$ cat config.mk
export PLATFORM = sky130hd
export DESIGN_NAME = escaped_frame_receiver
export DESIGN_NICKNAME = d
export VERILOG_FILES = /design/src/rtl/efr_pkg.sv /design/src/rtl/efr_ram.sv /design/src/rtl/efr_queue.sv /design/src/rtl/efr_front.sv /design/src/rtl/efr_back.sv /design/src/rtl/escaped_frame_receiver.sv
export SDC_FILE = /design/constraint.sdc
export NUM_CORES = 2
export LEC_CHECK = 0
export BUFFER_PORTS_ARGS = -buffer_cell sky130_fd_sc_hd__buf_2
export CORE_MARGIN = 3
export CORE_UTILIZATION = 30
export CTS_BUF_LIST = sky130_fd_sc_hd__clkbuf_2 sky130_fd_sc_hd__clkbuf_4 sky130_fd_sc_hd__clkbuf_8
export DETAILED_ROUTE_END_ITERATION = 10
export PLACE_DENSITY = 0.41
export SYNTH_ARGS = -nofsm -noshare
export SYNTH_HDL_FRONTEND = slang
export SYNTH_SLANG_ARGS = --single-unit
export TNS_END_PERCENT = 1
$ cat constraint.sdc
create_clock -name clk -period 4.65 [get_ports clk]
set_input_delay 0.93 -clock clk [delete_from_list [all_inputs] [get_ports clk]]
set_output_delay 0.93 -clock clk [all_outputs]
set_load 0.01 [all_outputs]
$ cat src/rtl/efr_pkg.sv
// ----------------------------------------------------------------------------
// efr_pkg
// Shared byte codes, result status codes and inter-module types.
// ----------------------------------------------------------------------------
package efr_pkg;

    localparam logic [7:0] HEAD_BYTE     = 8'h78;
    localparam logic [7:0] TAIL_BYTE     = 8'h79;
    localparam logic [7:0] ESC_BYTE      = 8'h77;
    localparam logic [7:0] ESC_CODE_ESC  = 8'h01;
    localparam logic [7:0] ESC_CODE_HEAD = 8'h02;
    localparam logic [7:0] ESC_CODE_TAIL = 8'h03;

    // Width of the per-frame decoded byte count.
    localparam int COUNT_W = 7;

    typedef enum logic [1:0] {
        ST_GOOD  = 2'd0,
        ST_CSUM  = 2'd1,
        ST_OVER  = 2'd2,
        ST_EMPTY = 2'd3
    } status_t;

    // One finished frame handed from the front to the back.
    typedef struct packed {
        logic               bank;
        logic [COUNT_W-1:0] count;
        status_t            status;
    } frame_desc_t;

    // The back gives a buffer bank back to the front when it has drained it.
    typedef struct packed {
        logic valid;
        logic bank;
    } bank_release_t;

    typedef enum logic {
        BK_IDLE = 1'b0,
        BK_EMIT = 1'b1
    } back_state_t;

endpackage

$ cat src/rtl/efr_ram.sv
// ----------------------------------------------------------------------------
// efr_ram
// Generic simple dual-port RAM: one write port, one registered read port.
// ----------------------------------------------------------------------------
module efr_ram #(
    parameter int WIDTH = 8,
    parameter int DEPTH = 128,
    localparam int ADDR_W = $clog2(DEPTH)
) (
    input  logic              clk,
    input  logic              we,
    input  logic [ADDR_W-1:0] waddr,
    input  logic [WIDTH-1:0]  wdata,
    input  logic              re,
    input  logic [ADDR_W-1:0] raddr,
    output logic [WIDTH-1:0]  rdata
);

    logic [WIDTH-1:0] mem_reg [DEPTH];
    logic [WIDTH-1:0] rdata_reg;

    always_ff @(posedge clk)
    begin
        if (we)
        begin
            mem_reg[waddr] <= wdata;
        end
        if (re)
        begin
            rdata_reg <= mem_reg[raddr];
        end
    end

    assign rdata = rdata_reg;

endmodule

$ cat src/rtl/efr_queue.sv
// ----------------------------------------------------------------------------
// efr_queue
// Two-entry queue of finished frame descriptors between front and back.
// ----------------------------------------------------------------------------
module efr_queue (
    input  logic                 clk,
    input  logic                 rst_n,
    input  logic                 push,
    input  efr_pkg::frame_desc_t push_desc,
    input  logic                 pop,
    output efr_pkg::frame_desc_t head_desc,
    output logic                 not_empty,
    output logic                 full
);

    efr_pkg::frame_desc_t entry_reg [2];
    logic                 wr_ptr_reg;
    logic                 wr_ptr_next;
    logic                 rd_ptr_reg;
    logic                 rd_ptr_next;
    logic [1:0]           fill_reg;
    logic [1:0]           fill_next;

    always_comb
    begin
        wr_ptr_next = push ? ~wr_ptr_reg : wr_ptr_reg;
        rd_ptr_next = pop ? ~rd_ptr_reg : rd_ptr_reg;
        fill_next   = fill_reg;
        if (push && !pop)
        begin
            fill_next = fill_reg + 2'd1;
        end
        else if (pop && !push)
        begin
            fill_next = fill_reg - 2'd1;
        end
    end

    always_ff @(posedge clk or negedge rst_n)
    begin
        if (!rst_n)
        begin
            wr_ptr_reg <= 1'b0;
            rd_ptr_reg <= 1'b0;
            fill_reg   <= 2'd0;
        end
        else
        begin
            wr_ptr_reg <= wr_ptr_next;
            rd_ptr_reg <= rd_ptr_next;
            fill_reg   <= fill_next;
        end
    end

    always_ff @(posedge clk)
    begin
        if (push)
        begin
            entry_reg[wr_ptr_reg] <= push_desc;
        end
    end

    assign head_desc = entry_reg[rd_ptr_reg];
    assign not_empty = (fill_reg != 2'd0);
    assign full      = fill_reg[1];

endmodule

$ cat src/rtl/efr_front.sv
// ----------------------------------------------------------------------------
// efr_front
// Hunts for the head byte, removes escapes, writes decoded bytes to the frame
// buffer and classifies each frame at its tail byte.
// ----------------------------------------------------------------------------
module efr_front #(
    parameter int MAX_FRAME = 64,
    localparam int IDX_W = $clog2(MAX_FRAME)
) (
    input  logic                   clk,
    input  logic                   rst_n,
    input  logic                   in_valid,
    output logic                   in_stall,
    input  logic [7:0]             rx_byte,
    output logic                   ram_we,
    output logic [IDX_W:0]         ram_waddr,
    output logic [7:0]             ram_wdata,
    output logic                   q_push,
    output efr_pkg::frame_desc_t   q_desc,
    input  logic                   q_full,
    input  efr_pkg::bank_release_t rel_info
);

    localparam int CW = efr_pkg::COUNT_W;

    logic          in_frame_reg;
    logic          in_frame_next;
    logic          esc_reg;
    logic          esc_next;
    logic [CW-1:0] count_reg;
    logic [CW-1:0] count_next;
    logic [7:0]    xor_reg;
    logic [7:0]    xor_next;
    logic          ovf_reg;
    logic          ovf_next;
    logic          bank_reg;
    logic          bank_next;
    logic [1:0]    busy_reg;
    logic [1:0]    busy_next;

    logic          blocked;
    logic          pair_code;
    logic          flush;
    logic          accept;
    logic          store_req;
    logic [7:0]    store_val;
    efr_pkg::status_t tail_status;

    always_comb
    begin
        blocked   = in_frame_reg && (busy_reg[bank_reg] || q_full);
        pair_code = (rx_byte == efr_pkg::ESC_CODE_ESC) || (rx_byte == efr_pkg::ESC_CODE_HEAD)
                    || (rx_byte == efr_pkg::ESC_CODE_TAIL);
        // A pending escape followed by a byte that is not an escape code first stalls
        // that byte while the literal escape byte is stored, then takes the byte itself.
        flush     = in_frame_reg && esc_reg && in_valid && !pair_code && !blocked;
        in_stall  = blocked || flush;
        accept    = in_valid && !in_stall;

        if (ovf_reg)
        begin
            tail_status = efr_pkg::ST_OVER;
        end
        else if (count_reg < CW'(2))
        begin
            tail_status = efr_pkg::ST_EMPTY;
        end
        else if (xor_reg != 8'h00)
        begin
            tail_status = efr_pkg::ST_CSUM;
        end
        else
        begin
            tail_status = efr_pkg::ST_GOOD;
        end
    end

    always_comb
    begin
        in_frame_next = in_frame_reg;
        esc_next      = esc_reg;
        count_next    = count_reg;
        xor_next      = xor_reg;
        ovf_next      = ovf_reg;
        bank_next     = bank_reg;
        busy_next     = busy_reg;
        store_req     = 1'b0;
        store_val     = rx_byte;
        q_push        = 1'b0;
        q_desc.bank   = bank_reg;
        q_desc.count  = count_reg;
        q_desc.status = tail_status;
        ram_we        = 1'b0;
        ram_waddr     = {bank_reg, count_reg[IDX_W-1:0]};
        ram_wdata     = store_val;

        if (rel_info.valid)
        begin
            busy_next[rel_info.bank] = 1'b0;
        end

        if (flush)
        begin
            store_req = 1'b1;
            store_val = efr_pkg::ESC_BYTE;
            esc_next  = 1'b0;
        end
        else if (accept)
        begin
            if (!in_frame_reg)
            begin
                if (rx_byte == efr_pkg::HEAD_BYTE)
                begin
                    in_frame_next = 1'b1;
                    esc_next      = 1'b0;
                    count_next    = '0;
                    xor_next      = 8'h00;
                    ovf_next      = 1'b0;
                end
            end
            else if (esc_reg)
            begin
                esc_next  = 1'b0;
                store_req = 1'b1;
                case (rx_byte)
                    efr_pkg::ESC_CODE_ESC:  store_val = efr_pkg::ESC_BYTE;
                    efr_pkg::ESC_CODE_HEAD: store_val = efr_pkg::HEAD_BYTE;
                    efr_pkg::ESC_CODE_TAIL: store_val = efr_pkg::TAIL_BYTE;
                    default:                store_val = efr_pkg::ESC_BYTE;
                endcase
            end
            else if (rx_byte == efr_pkg::TAIL_BYTE)
            begin
                q_push        = 1'b1;
                in_frame_next = 1'b0;
                esc_next      = 1'b0;
                count_next    = '0;
                xor_next      = 8'h00;
                ovf_next      = 1'b0;
                // A good frame keeps its bank until the back has drained it.
                if (tail_status == efr_pkg::ST_GOOD)
                begin
                    busy_next[bank_reg] = 1'b1;
                    bank_next           = ~bank_reg;
                end
            end
            else if (rx_byte == efr_pkg::ESC_BYTE)
            begin
                esc_next = 1'b1;
            end
            else
            begin
                store_req = 1'b1;
            end
        end

        if (store_req)
        begin
            if (count_reg >= CW'(MAX_FRAME))
            begin
                ovf_next = 1'b1;
            end
            else
            begin
                ram_we     = 1'b1;
                ram_wdata  = store_val;
                xor_next   = xor_reg ^ store_val;
                count_next = count_reg + CW'(1);
            end
        end
    end

    always_ff @(posedge clk or negedge rst_n)
    begin
        if (!rst_n)
        begin
            in_frame_reg <= 1'b0;
            esc_reg      <= 1'b0;
            count_reg    <= '0;
            xor_reg      <= 8'h00;
            ovf_reg      <= 1'b0;
            bank_reg     <= 1'b0;
            busy_reg     <= 2'b00;
        end
        else
        begin
            in_frame_reg <= in_frame_next;
            esc_reg      <= esc_next;
            count_reg    <= count_next;
            xor_reg      <= xor_next;
            ovf_reg      <= ovf_next;
            bank_reg     <= bank_next;
            busy_reg     <= busy_next;
        end
    end

endmodule

$ cat src/rtl/efr_back.sv
// ----------------------------------------------------------------------------
// efr_back
// Takes frame descriptors from the queue and drives the result channel:
// either one status result or the stored payload bytes read from the buffer.
// ----------------------------------------------------------------------------
module efr_back #(
    parameter int MAX_FRAME = 64,
    localparam int IDX_W = $clog2(MAX_FRAME)
) (
    input  logic                   clk,
    input  logic                   rst_n,
    input  logic                   q_valid,
    input  efr_pkg::frame_desc_t   q_desc,
    output logic                   q_pop,
    output logic                   ram_re,
    output logic [IDX_W:0]         ram_raddr,
    input  logic [7:0]             ram_rdata,
    output efr_pkg::bank_release_t rel_info,
    output logic                   out_valid,
    input  logic                   out_stall,
    output logic [7:0]             frame_byte,
    output logic                   last,
    output logic [1:0]             status
);

    localparam int CW = efr_pkg::COUNT_W;

    efr_pkg::back_state_t state_reg;
    efr_pkg::back_state_t state_next;
    logic                 cur_bank_reg;
    logic                 cur_bank_next;
    logic [CW-1:0]        cur_count_reg;
    logic [CW-1:0]        cur_count_next;
    logic [IDX_W-1:0]     idx_reg;
    logic [IDX_W-1:0]     idx_next;
    logic                 out_valid_reg;
    logic                 out_valid_next;
    logic [7:0]           out_byte_reg;
    logic [7:0]           out_byte_next;
    logic                 out_last_reg;
    logic                 out_last_next;
    efr_pkg::status_t     out_status_reg;
    efr_pkg::status_t     out_status_next;

    logic                 out_free;
    logic                 at_last;
    logic                 load;

    assign out_free = !out_valid_reg || !out_stall;
    // The byte in the read register is the final payload byte of the frame.
    assign at_last  = (CW'(idx_reg) == (cur_count_reg - CW'(2)));

    always_comb
    begin
        state_next = state_reg;
        case (state_reg)
            efr_pkg::BK_IDLE:
            begin
                if (q_valid && (q_desc.status == efr_pkg::ST_GOOD))
                begin
                    state_next = efr_pkg::BK_EMIT;
                end
            end
            efr_pkg::BK_EMIT:
            begin
                if (out_free && at_last)
                begin
                    state_next = efr_pkg::BK_IDLE;
                end
            end
            default:
            begin
                state_next = efr_pkg::BK_IDLE;
            end
        endcase
    end

    always_comb
    begin
        q_pop           = 1'b0;
        ram_re          = 1'b0;
        ram_raddr       = {cur_bank_reg, idx_reg};
        rel_info.valid  = 1'b0;
        rel_info.bank   = cur_bank_reg;
        cur_bank_next   = cur_bank_reg;
        cur_count_next  = cur_count_reg;
        idx_next        = idx_reg;
        load            = 1'b0;
        out_byte_next   = out_byte_reg;
        out_last_next   = out_last_reg;
        out_status_next = out_status_reg;

        case (state_reg)
            efr_pkg::BK_IDLE:
            begin
                if (q_valid)
                begin
                    if (q_desc.status == efr_pkg::ST_GOOD)
                    begin
                        q_pop          = 1'b1;
                        ram_re         = 1'b1;
                        ram_raddr      = {q_desc.bank, {IDX_W{1'b0}}};
                        cur_bank_next  = q_desc.bank;
                        cur_count_next = q_desc.count;
                        idx_next       = '0;
                    end
                    else if (out_free)
                    begin
                        q_pop           = 1'b1;
                        load            = 1'b1;
                        out_byte_next   = 8'h00;
                        out_last_next   = 1'b1;
                        out_status_next = q_desc.status;
                    end
                end
            end
            efr_pkg::BK_EMIT:
            begin
                if (out_free)
                begin
                    load            = 1'b1;
                    out_byte_next   = ram_rdata;
                    out_last_next   = at_last;
                    out_status_next = efr_pkg::ST_GOOD;
                    if (at_last)
                    begin
                        rel_info.valid = 1'b1;
                    end
                    else
                    begin
                        ram_re    = 1'b1;
                        ram_raddr = {cur_bank_reg, idx_reg + IDX_W'(1)};
                        idx_next  = idx_reg + IDX_W'(1);
                    end
                end
            end
            default:
            begin
                load = 1'b0;
            end
        endcase

        out_valid_next = load || (out_valid_reg && out_stall);
    end

    always_ff @(posedge clk or negedge rst_n)
    begin
        if (!rst_n)
        begin
            state_reg     <= efr_pkg::BK_IDLE;
            out_valid_reg <= 1'b0;
        end
        else
        begin
            state_reg     <= state_next;
            out_valid_reg <= out_valid_next;
        end
    end

    always_ff @(posedge clk)
    begin
        cur_bank_reg   <= cur_bank_next;
        cur_count_reg  <= cur_count_next;
        idx_reg        <= idx_next;
        out_byte_reg   <= out_byte_next;
        out_last_reg   <= out_last_next;
        out_status_reg <= out_status_next;
    end

    assign out_valid  = out_valid_reg;
    assign frame_byte = out_byte_reg;
    assign last       = out_last_reg;
    assign status     = out_status_reg;

endmodule

$ cat src/rtl/escaped_frame_receiver.sv
// Escaped frame receiver: raw link bytes go in on the rx channel (in_valid,
// in_stall, rx_byte); decoded frame results come out on the result channel
// (out_valid, out_stall, frame_byte, last, status). A transfer happens at a
// clock edge where valid is high and stall is low.
// The front takes one byte per cycle. It stalls a byte that follows an escape
// byte and is not an escape code while it stores the literal escape byte, and
// it stalls inside a frame while both frame buffer banks are held by undrained
// frames or the descriptor queue is full. Bytes outside a frame never stall.
// With the back idle, a status result (checksum error, overflow or empty
// frame) is offered from the back's output register after its descriptor has
// passed through the queue; a good frame first reads its first payload byte
// into the buffer's registered read port and then drains one byte per cycle
// while the result channel is not stalled, the final one marked with last.
// When the receiver stalls, the held result stays on the port unchanged and
// the front keeps taking bytes of the next frame, into the other bank when
// the held frame is good. Reset clears all control state; the buffer needs no
// clearing pass since only bytes written in the current frame are read.
// ----------------------------------------------------------------------------
// escaped_frame_receiver
// Top level: front deframer, descriptor queue, back drainer and frame buffer.
// ----------------------------------------------------------------------------
module escaped_frame_receiver #(
    parameter int MAX_FRAME = 64
) (
    input  logic       clk,
    input  logic       rst_n,
    input  logic       in_valid,
    output logic       in_stall,
    input  logic [7:0] rx_byte,
    output logic       out_valid,
    input  logic       out_stall,
    output logic [7:0] frame_byte,
    output logic       last,
    output logic [1:0] status
);

    // Two banks of a power-of-two size, addressed as {bank, index}.
    localparam int IDX_W     = $clog2(MAX_FRAME);
    localparam int RAM_DEPTH = 2 * (1 << IDX_W);

    logic                   ram_we;
    logic [IDX_W:0]         ram_waddr;
    logic [7:0]             ram_wdata;
    logic                   ram_re;
    logic [IDX_W:0]         ram_raddr;
    logic [7:0]             ram_rdata;

    logic                   q_push;
    efr_pkg::frame_desc_t   q_push_desc;
    logic                   q_full;
    logic                   q_pop;
    efr_pkg::frame_desc_t   q_head_desc;
    logic                   q_not_empty;

    efr_pkg::bank_release_t rel_info;

    // Front: hunting, escape removal, buffer writes and frame classification.
    efr_front #(
        .MAX_FRAME (MAX_FRAME)
    ) u_front (
        .clk       (clk),
        .rst_n     (rst_n),
        .in_valid  (in_valid),
        .in_stall  (in_stall),
        .rx_byte   (rx_byte),
        .ram_we    (ram_we),
        .ram_waddr (ram_waddr),
        .ram_wdata (ram_wdata),
        .q_push    (q_push),
        .q_desc    (q_push_desc),
        .q_full    (q_full),
        .rel_info  (rel_info)
    );

    // Descriptors of finished frames wait here for the back.
    efr_queue u_queue (
        .clk       (clk),
        .rst_n     (rst_n),
        .push      (q_push),
        .push_desc (q_push_desc),
        .pop       (q_pop),
        .head_desc (q_head_desc),
        .not_empty (q_not_empty),
        .full      (q_full)
    );

    // Frame buffer: the front writes one bank while the back reads the other.
    efr_ram #(
        .WIDTH (8),
        .DEPTH (RAM_DEPTH)
    ) u_ram (
        .clk   (clk),
        .we    (ram_we),
        .waddr (ram_waddr),
        .wdata (ram_wdata),
        .re    (ram_re),
        .raddr (ram_raddr),
        .rdata (ram_rdata)
    );

    // Back: drives the result channel through its output register.
    efr_back #(
        .MAX_FRAME (MAX_FRAME)
    ) u_back (
        .clk        (clk),
        .rst_n      (rst_n),
        .q_valid    (q_not_empty),
        .q_desc     (q_head_desc),
        .q_pop      (q_pop),
        .ram_re     (ram_re),
        .ram_raddr  (ram_raddr),
        .ram_rdata  (ram_rdata),
        .rel_info   (rel_info),
        .out_valid  (out_valid),
        .out_stall  (out_stall),
        .frame_byte (frame_byte),
        .last       (last),
        .status     (status)
    );

endmodule

Word level (Yosys, flattened, before mapping):

Memories as Yosys holds them, arrays and structs flattened. A register that Yosys moved wholly into a read port is not among the register bits.
Cells that the tools add are included.

* eq/ne operators: 13
* mux-type cells: 120
* order comparisons: 6
* bitwise operators: 10
* reductions and logical operators: 39
* add/subtract/negate cells: 5

Operator list (count)
* $mux 8: 18
* $mux 7: 10
* $mux 1: 60
* $mux 6: 6
* $mux 2: 15
* $eq 8x7->1 const B: 3
* $eq 8x2->1 const B: 2
* $pmux 8 s2: 1
* $pmux 7 s2: 1
* $logic_and 1x1->1: 13
* $pmux 6 s2: 1
* $eq 8x1->1 const B: 1
* $pmux 1 s2: 4
* $pmux 4 s2: 1
* $reduce_and 4->1: 2
* $reduce_bool 8->1: 1
* $xor 8x8->8: 1
* $add 7x1->7 const B: 1
* $eq 6x7->1: 1
* $ge 7x7->1 const B: 1
* $logic_not 1->1: 7
* $lt 7x2->1 const B: 1
* $sub 7x2->7 const B: 1
* $add 6x1->6 const B: 1
* other kinds (19): 40

* logic and storage cells: 213
* memories: 2
* output and inout port bits: 13
* memory bits (writable): 1044
* input port bits: 12
* bits in registers: 52

Memory list
* u_ram.mem_reg: words 128, width 8, read ports 1, clocked after Yosys merged registers in 1, write ports 1, RTL line efr_ram.sv:19 `logic [WIDTH-1:0] mem_reg [DEPTH];`
* u_queue.entry_reg: words 2, width 10, read ports 1, clocked after Yosys merged registers in 0, write ports 1, RTL line efr_queue.sv:16 `efr_pkg::frame_desc_t entry_reg [2];`

Depth between registers and ports, before layout:

* word-level depth: 15
* mapped depth: 18
* depth with buffers taken out: 13

By module:

From an unflattened synthesis, not the netlist that was laid out.

* cell total of the unflattened synthesis: 1950
* area total of the unflattened synthesis: 43420.4 µm²

By module, submodules not included
* efr_ram: area each 39745.6 µm², seq. area each 30989.7 µm², cells an instance 1635, times used 1
* efr_back: area each 1392.6 µm², seq. area each 800.8 µm², cells an instance 119, times used 1
* efr_front: area each 1341.3 µm², seq. area each 525.5 µm², cells an instance 150, times used 1
* efr_queue: area each 940.9 µm², seq. area each 700.7 µm², cells an instance 46, times used 1

Least setup slack after synthesis:

No wires, ideal clock.

* path kind: input port to flip-flop
* from: input rx_byte[4]
* to: memory u_ram.mem_reg[0][7], data pin
* setup time: 0.525 ns
* path buffers: 0
* stages: 6
* data arrival time: 3.760 ns
* required time: 4.125 ns
* slack: 0.365 ns
* path through: or4_1 > nor3_1 > o21ai_1 > and3_1 > nand2_1 > o21a_1

* cells in the longest elaborated chain, start to end: 13
* elaborated cells on any way between the ends: 23
* those cells by class: eq/ne (5); mux (10); reduce/logical (8)

Ends and longest elaborated chain
* start: declaration: RTL line escaped_frame_receiver.sv:29 `input logic [7:0] rx_byte,`
* $eq 8x1->1 or $eq 8x2->1 (tied branches): RTL line efr_front.sv:52 `pair_code = (rx_byte == efr_pkg::ESC_CODE_ESC) || (rx_byte == efr_pkg::ESC_CODE_HEAD)`
* $logic_or 1x1->1: RTL line efr_front.sv:52
* $logic_or 1x1->1: RTL line efr_front.sv:53 `|| (rx_byte == efr_pkg::ESC_CODE_TAIL);`
* $logic_not 1->1: RTL line efr_front.sv:56 `flush = in_frame_reg && esc_reg && in_valid && !pair_code && !blocked;`
* $logic_and 1x1->1 (2 in a row): RTL line efr_front.sv:56
* $logic_or 1x1->1: RTL line efr_front.sv:57 `in_stall = blocked || flush;`
* $logic_not 1->1: RTL line efr_front.sv:58 `accept = in_valid && !in_stall;`
* $logic_and 1x1->1: RTL line efr_front.sv:58
* $mux 8: RTL line efr_front.sv:108 `else if (accept)`
* $mux 8: RTL line efr_front.sv:102 `if (flush)`
* $mux 8: RTL line efr_front.sv:159 `if (count_reg >= CW'(MAX_FRAME))`
* $mux 8 (*): RTL line efr_front.sv:157 `if (store_req)`
* named net ram_wdata[7]: RTL line escaped_frame_receiver.sv:43 `logic [7:0] ram_wdata;`
* end: declaration: RTL line efr_ram.sv:19

The timed path passes the listed nets; every way through them passes the cells marked *.

Worst setup path after layout:

* from: register u_back.cur_count_reg[4]
* to: register u_ram.rdata_reg[3] (netlist: u_ram.rdata[3]), read port of u_ram.mem_reg, data pin

* cells in the longest elaborated chain, start to end: 5
* elaborated cells on any way between the ends: 8
* those cells by class: add/sub (1); eq/ne (1); mux (6)

Ends and longest elaborated chain
* start: declaration: RTL line efr_back.sv:32 `logic [CW-1:0] cur_count_reg;`
* start signal: assignment: RTL line efr_back.sv:163 `cur_count_reg <= cur_count_next;`
* $sub 7x2->7 (*): RTL line efr_back.sv:51 `assign at_last = (CW'(idx_reg) == (cur_count_reg - CW'(2)));`
* $eq 6x7->1 (*): RTL line efr_back.sv:51
* $mux 6 or $mux 1 (tied branches): RTL line efr_back.sv:125 `if (at_last)`
* $mux 6 or $mux 1 (tied branches): RTL line efr_back.sv:119 `if (out_free)`
* $pmux 7 s2 or $pmux 1 s2 (tied branches): RTL line efr_back.sv:93 `case (state_reg)`
* end: declaration: RTL line efr_ram.sv:20 `logic [WIDTH-1:0] rdata_reg;`

Every way passes the cells marked *; elsewhere a longest branch is shown, timed or not.
A chain may end at the register's enable or synchronous reset.

==> flow_metrics.tcl <==
set metrics [dict create \
    placed_cell_area_sq_um 48500 \
    synthesis.area_sq_um 44900 \
    synth.area.top_cells "sky130_fd_sc_hd__edfxtp_1, sky130_fd_sc_hd__mux2i_1, sky130_fd_sc_hd__nand2_1" \
    antenna_violating_nets_post_route 0 \
    clkSlewWorstSetupHoldPaths_ns 0.05 \
    floorplan.rows 141 \
    drive_above_1_share 0.176 \
    timing.final.setup_violations 0 \
    synthMostInstantiatedCell "sky130_fd_sc_hd__edfxtp_1" \
    timing.final.crit_share 0.976 \
    min_period_ns 4.54 \
    totalWireLength_microns 140000 \
    netlist.top_cell.by_area "sky130_fd_sc_hd__edfxtp_1" \
    yosys_register_bits 1104 \
    tritoncts "yes" \
    die_h_microns 393 \
    synth_edf_count 1077 \
    detailedRoute.firstIterationViolations 2545 \
    power_density_nw_per_um2 636 \
    irDropWorstVdd_v 0.000421 \
    worstMarginPinSlew_ns 1.10 \
    synth_fp_nets 3124 \
    finalClockSkew_ns 0.0422 \
    cap_violations 0 \
    synthesis.instances 3107 \
    wl_per_cell_microns 25.8 \
    io-pin-count 25 \
    power.static_leakage_uw 0.0182 \
    final_net_count 3375 \
    cp_data_arrival_time_ns 5.26 \
    place_hpwl_microns 88500 \
    place.detailed.instances 5077 \
    clock-sinks 1104 \
    netlist-cell-type-count 73 \
    number_of_flip_flops_in_the_largest_register 1024 \
    first_global_vias 27900 \
    most_frequent_cells_after_synthesis "sky130_fd_sc_hd__edfxtp_1, sky130_fd_sc_hd__nand2_1, sky130_fd_sc_hd__mux2i_1, sky130_fd_sc_hd__nor2_1, sky130_fd_sc_hd__a21oi_1" \
    worst_setup_path_end_kind "flop" \
    clock_latency_ns 0.91 \
    critical_path.max_fanout 33 \
    yosysWarnings 0 \
    post_layout_nonfiller_instances 5444 \
    hold_violations 0 \
    clock_tree.htree_level_count 4 \
    worst_setup_path_start_kind "flop" \
    gr-total-overflow 0 \
    maxClockFrequency_ghz 0.220 \
    slew_limit_fails 0 \
    areaGrowthSynthToFinish_pct 17.3 \
    status "finished clean" \
    via_density_per_instance 5.07 \
    grt_antenna_before_repair 7 \
    core_area_sq_um 148000 \
    yosysTopAreaCellShare 0.720 \
    largest_net_degree_at_the_start_of_global_routing 96 \
    grt_setup_unrepaired "true" \
    gp_congestion 0.828 \
    route.detailed.drc 0 \
    slew_headroom 0.264 \
    number_of_buffers_created_by_cts 193 \
    floorplan.initialDensity 0.303 \
    buffer_ports.inserted 24 \
    detailroute.via_count 27600 \
    grt_pass1_wl_microns 202000 \
    avgSynthCellArea_sq_um 14.5 \
    synth-async-reset-ratio 0.0245 \
    min_path_type "input port to flop" \
    die_area_sq_um 154000 \
    timing.setup.critical_path_class "flop to flop" \
    synth.yosys.seq_area_share 0.735 \
    synth_top_flop_cell "sky130_fd_sc_hd__edfxtp_1" \
    root_buffer_cell "sky130_fd_sc_hd__clkbuf_8" \
    die_x_microns 393 \
    final_area_sq_um 52700 \
    firstDrtPassIters 5 \
    groute.usage.overall 0.181 \
    required_time_at_the_endpoint_of_the_critical_path_ns 5.37 \
    cts.path.max_buffers 3 \
]
worst max-delay path, stage by stage (launching register included):
cell and delay [ns]:
sky130_fd_sc_hd__edfxtp_1 0.42, sky130_fd_sc_hd__or2_1 0.27, sky130_fd_sc_hd__or4_1 0.51, sky130_fd_sc_hd__nand4_1 0.20
sky130_fd_sc_hd__buf_4 0.15, sky130_fd_sc_hd__nand2_1 0.10, sky130_fd_sc_hd__a2bb2oi_4 0.22, sky130_fd_sc_hd__buf_12 0.23
sky130_fd_sc_hd__buf_12 0.25, sky130_fd_sc_hd__buf_16 0.24, sky130_fd_sc_hd__buf_4 0.23, sky130_fd_sc_hd__mux2i_1 0.09
sky130_fd_sc_hd__o221ai_1 0.32, sky130_fd_sc_hd__o311ai_2 0.18, sky130_fd_sc_hd__or4_1 0.59, sky130_fd_sc_hd__a32oi_1 0.21
report_power, final:
part	internal [uW]	leakage (uW)	total (uW)	switching, uW
logic	4680	0.00621	13500	8870
registers	11200	0.0101	11300	114
clock network	4610	0.00194	8650	4040
total	20500	0.0182	33500	13000
timing repair:
item | in CTS | in global routing
hold buffers | 1 | 0
endpoints found under the setup margin | 8 | 8
setup buffers | 4 | 11
pin swaps | 4 | 3
hold endpoints to repair | 27 | 0
resized for setup | 28 | 38
logic make-up after synthesis:
| group | synth area share |
|---|---|
| flops | 0.735 |
| simple gates | 0.0996 |
| compound gates | 0.0716 |
| mux | 0.0654 |
| buf+inv | 0.0227 |
| xor+xnor | 0.00412 |
| fa+ha+maj | 0.00139 |
cell usage in the layout, fill, tap and decap left out, drive strengths merged, types with 7 or more instances in the layout:
master	Yosys	layout
o22ai	23	23
and2	13	13
mux2i	273	273
nor4	13	13
clkinv	0	82
a2111oi	23	23
edfxtp	1077	1077
a21oi	161	161
nand4	7	7
o31a	8	8
a31oi	28	28
o21ai	49	49
nand3	154	154
a311oi	16	16
or2	8	8
nor4bb	14	14
xnor2	10	10
inv	11	16
buf	107	235
or3	12	12
a22oi	8	8
a21o	15	15
nand2	533	533
dfrtp	27	27
mux2	18	18
a311o	7	7
o211ai	7	7
o221ai	78	78
xor2	9	9
clkbuf	73	248
or4	9	9
nor3	31	31
o311ai	7	7
nor2	193	193
a32oi	9	9
and3	27	27
final timing paths:
| check | startpoint | end | slack, ns | cells after the start |
|---|---|---|---|---|
| worst max-delay path | u_back.cur_count_reg[4]$_DFFE_PP_ | u_ram.rdata[3]$_DFFE_PP_ | 0.11 | 15 |
| worst max register to register | u_back.cur_count_reg[4]$_DFFE_PP_ | u_ram.rdata[3]$_DFFE_PP_ | 0.11 | 15 |
| max in group asynchronous | rst_n | u_front.xor_reg[6]$_DFF_PN0_ | 3.58 | 2 |
| worst min-delay path | in_valid | u_front.esc_reg$_DFFE_PN0P_ | 0.36 | 3 |
| worst min register to register | u_front.xor_reg[3]$_DFF_PN0_ | u_front.xor_reg[3]$_DFF_PN0_ | 0.49 | 1 |
| min in group asynchronous | rst_n | u_front.in_frame_reg$_DFFE_PN0P_ | 0.62 | 2 |
area by class of cell:
cell class	count	area (sq um)
Inverter	11	41.3
Sequential cell	1104	33000
Tap cell	1930	2410
Multi-Input combinational cell	1812	11200
Fill cell	14300	95500
Clock inverter	98	634
Timing Repair Buffer	236	2240
Clock buffer	248	3080
Antenna cell	5	12.5
per-layer routing:
metal	wire length, microns	vias up	track usage
li1	-	12400	-
met1	61200	14200	0.239
met2	69300	800	0.305
met3	7160	189	0.0351
met4	2650	2	0.0477
met5	13	-	0
stage by stage:
| step | util | hold slack (ns) | TNS [ns] | worst slack [ns] | total power (uW) |
|---|---|---|---|---|---|
| 2_1_floorplan | - | 0.440 | 0 | 0.365 | 19100 |
| 3_3_place_gp | 0.328 | 0.477 | -2.32 | -0.441 | 24600 |
| 3_5_place_dp | 0.328 | 0.473 | -1.95 | -0.392 | 24700 |
| 4_1_cts | 0.354 | 0.220 | 0 | 0.00343 | 33600 |
| 5_1_grt | 0.355 | 0.274 | -0.0270 | -0.0193 | 35100 |
| 6_report | 0.355 | 0.357 | 0 | 0.111 | 33500 |
Power figures use the tool's default switching activity.
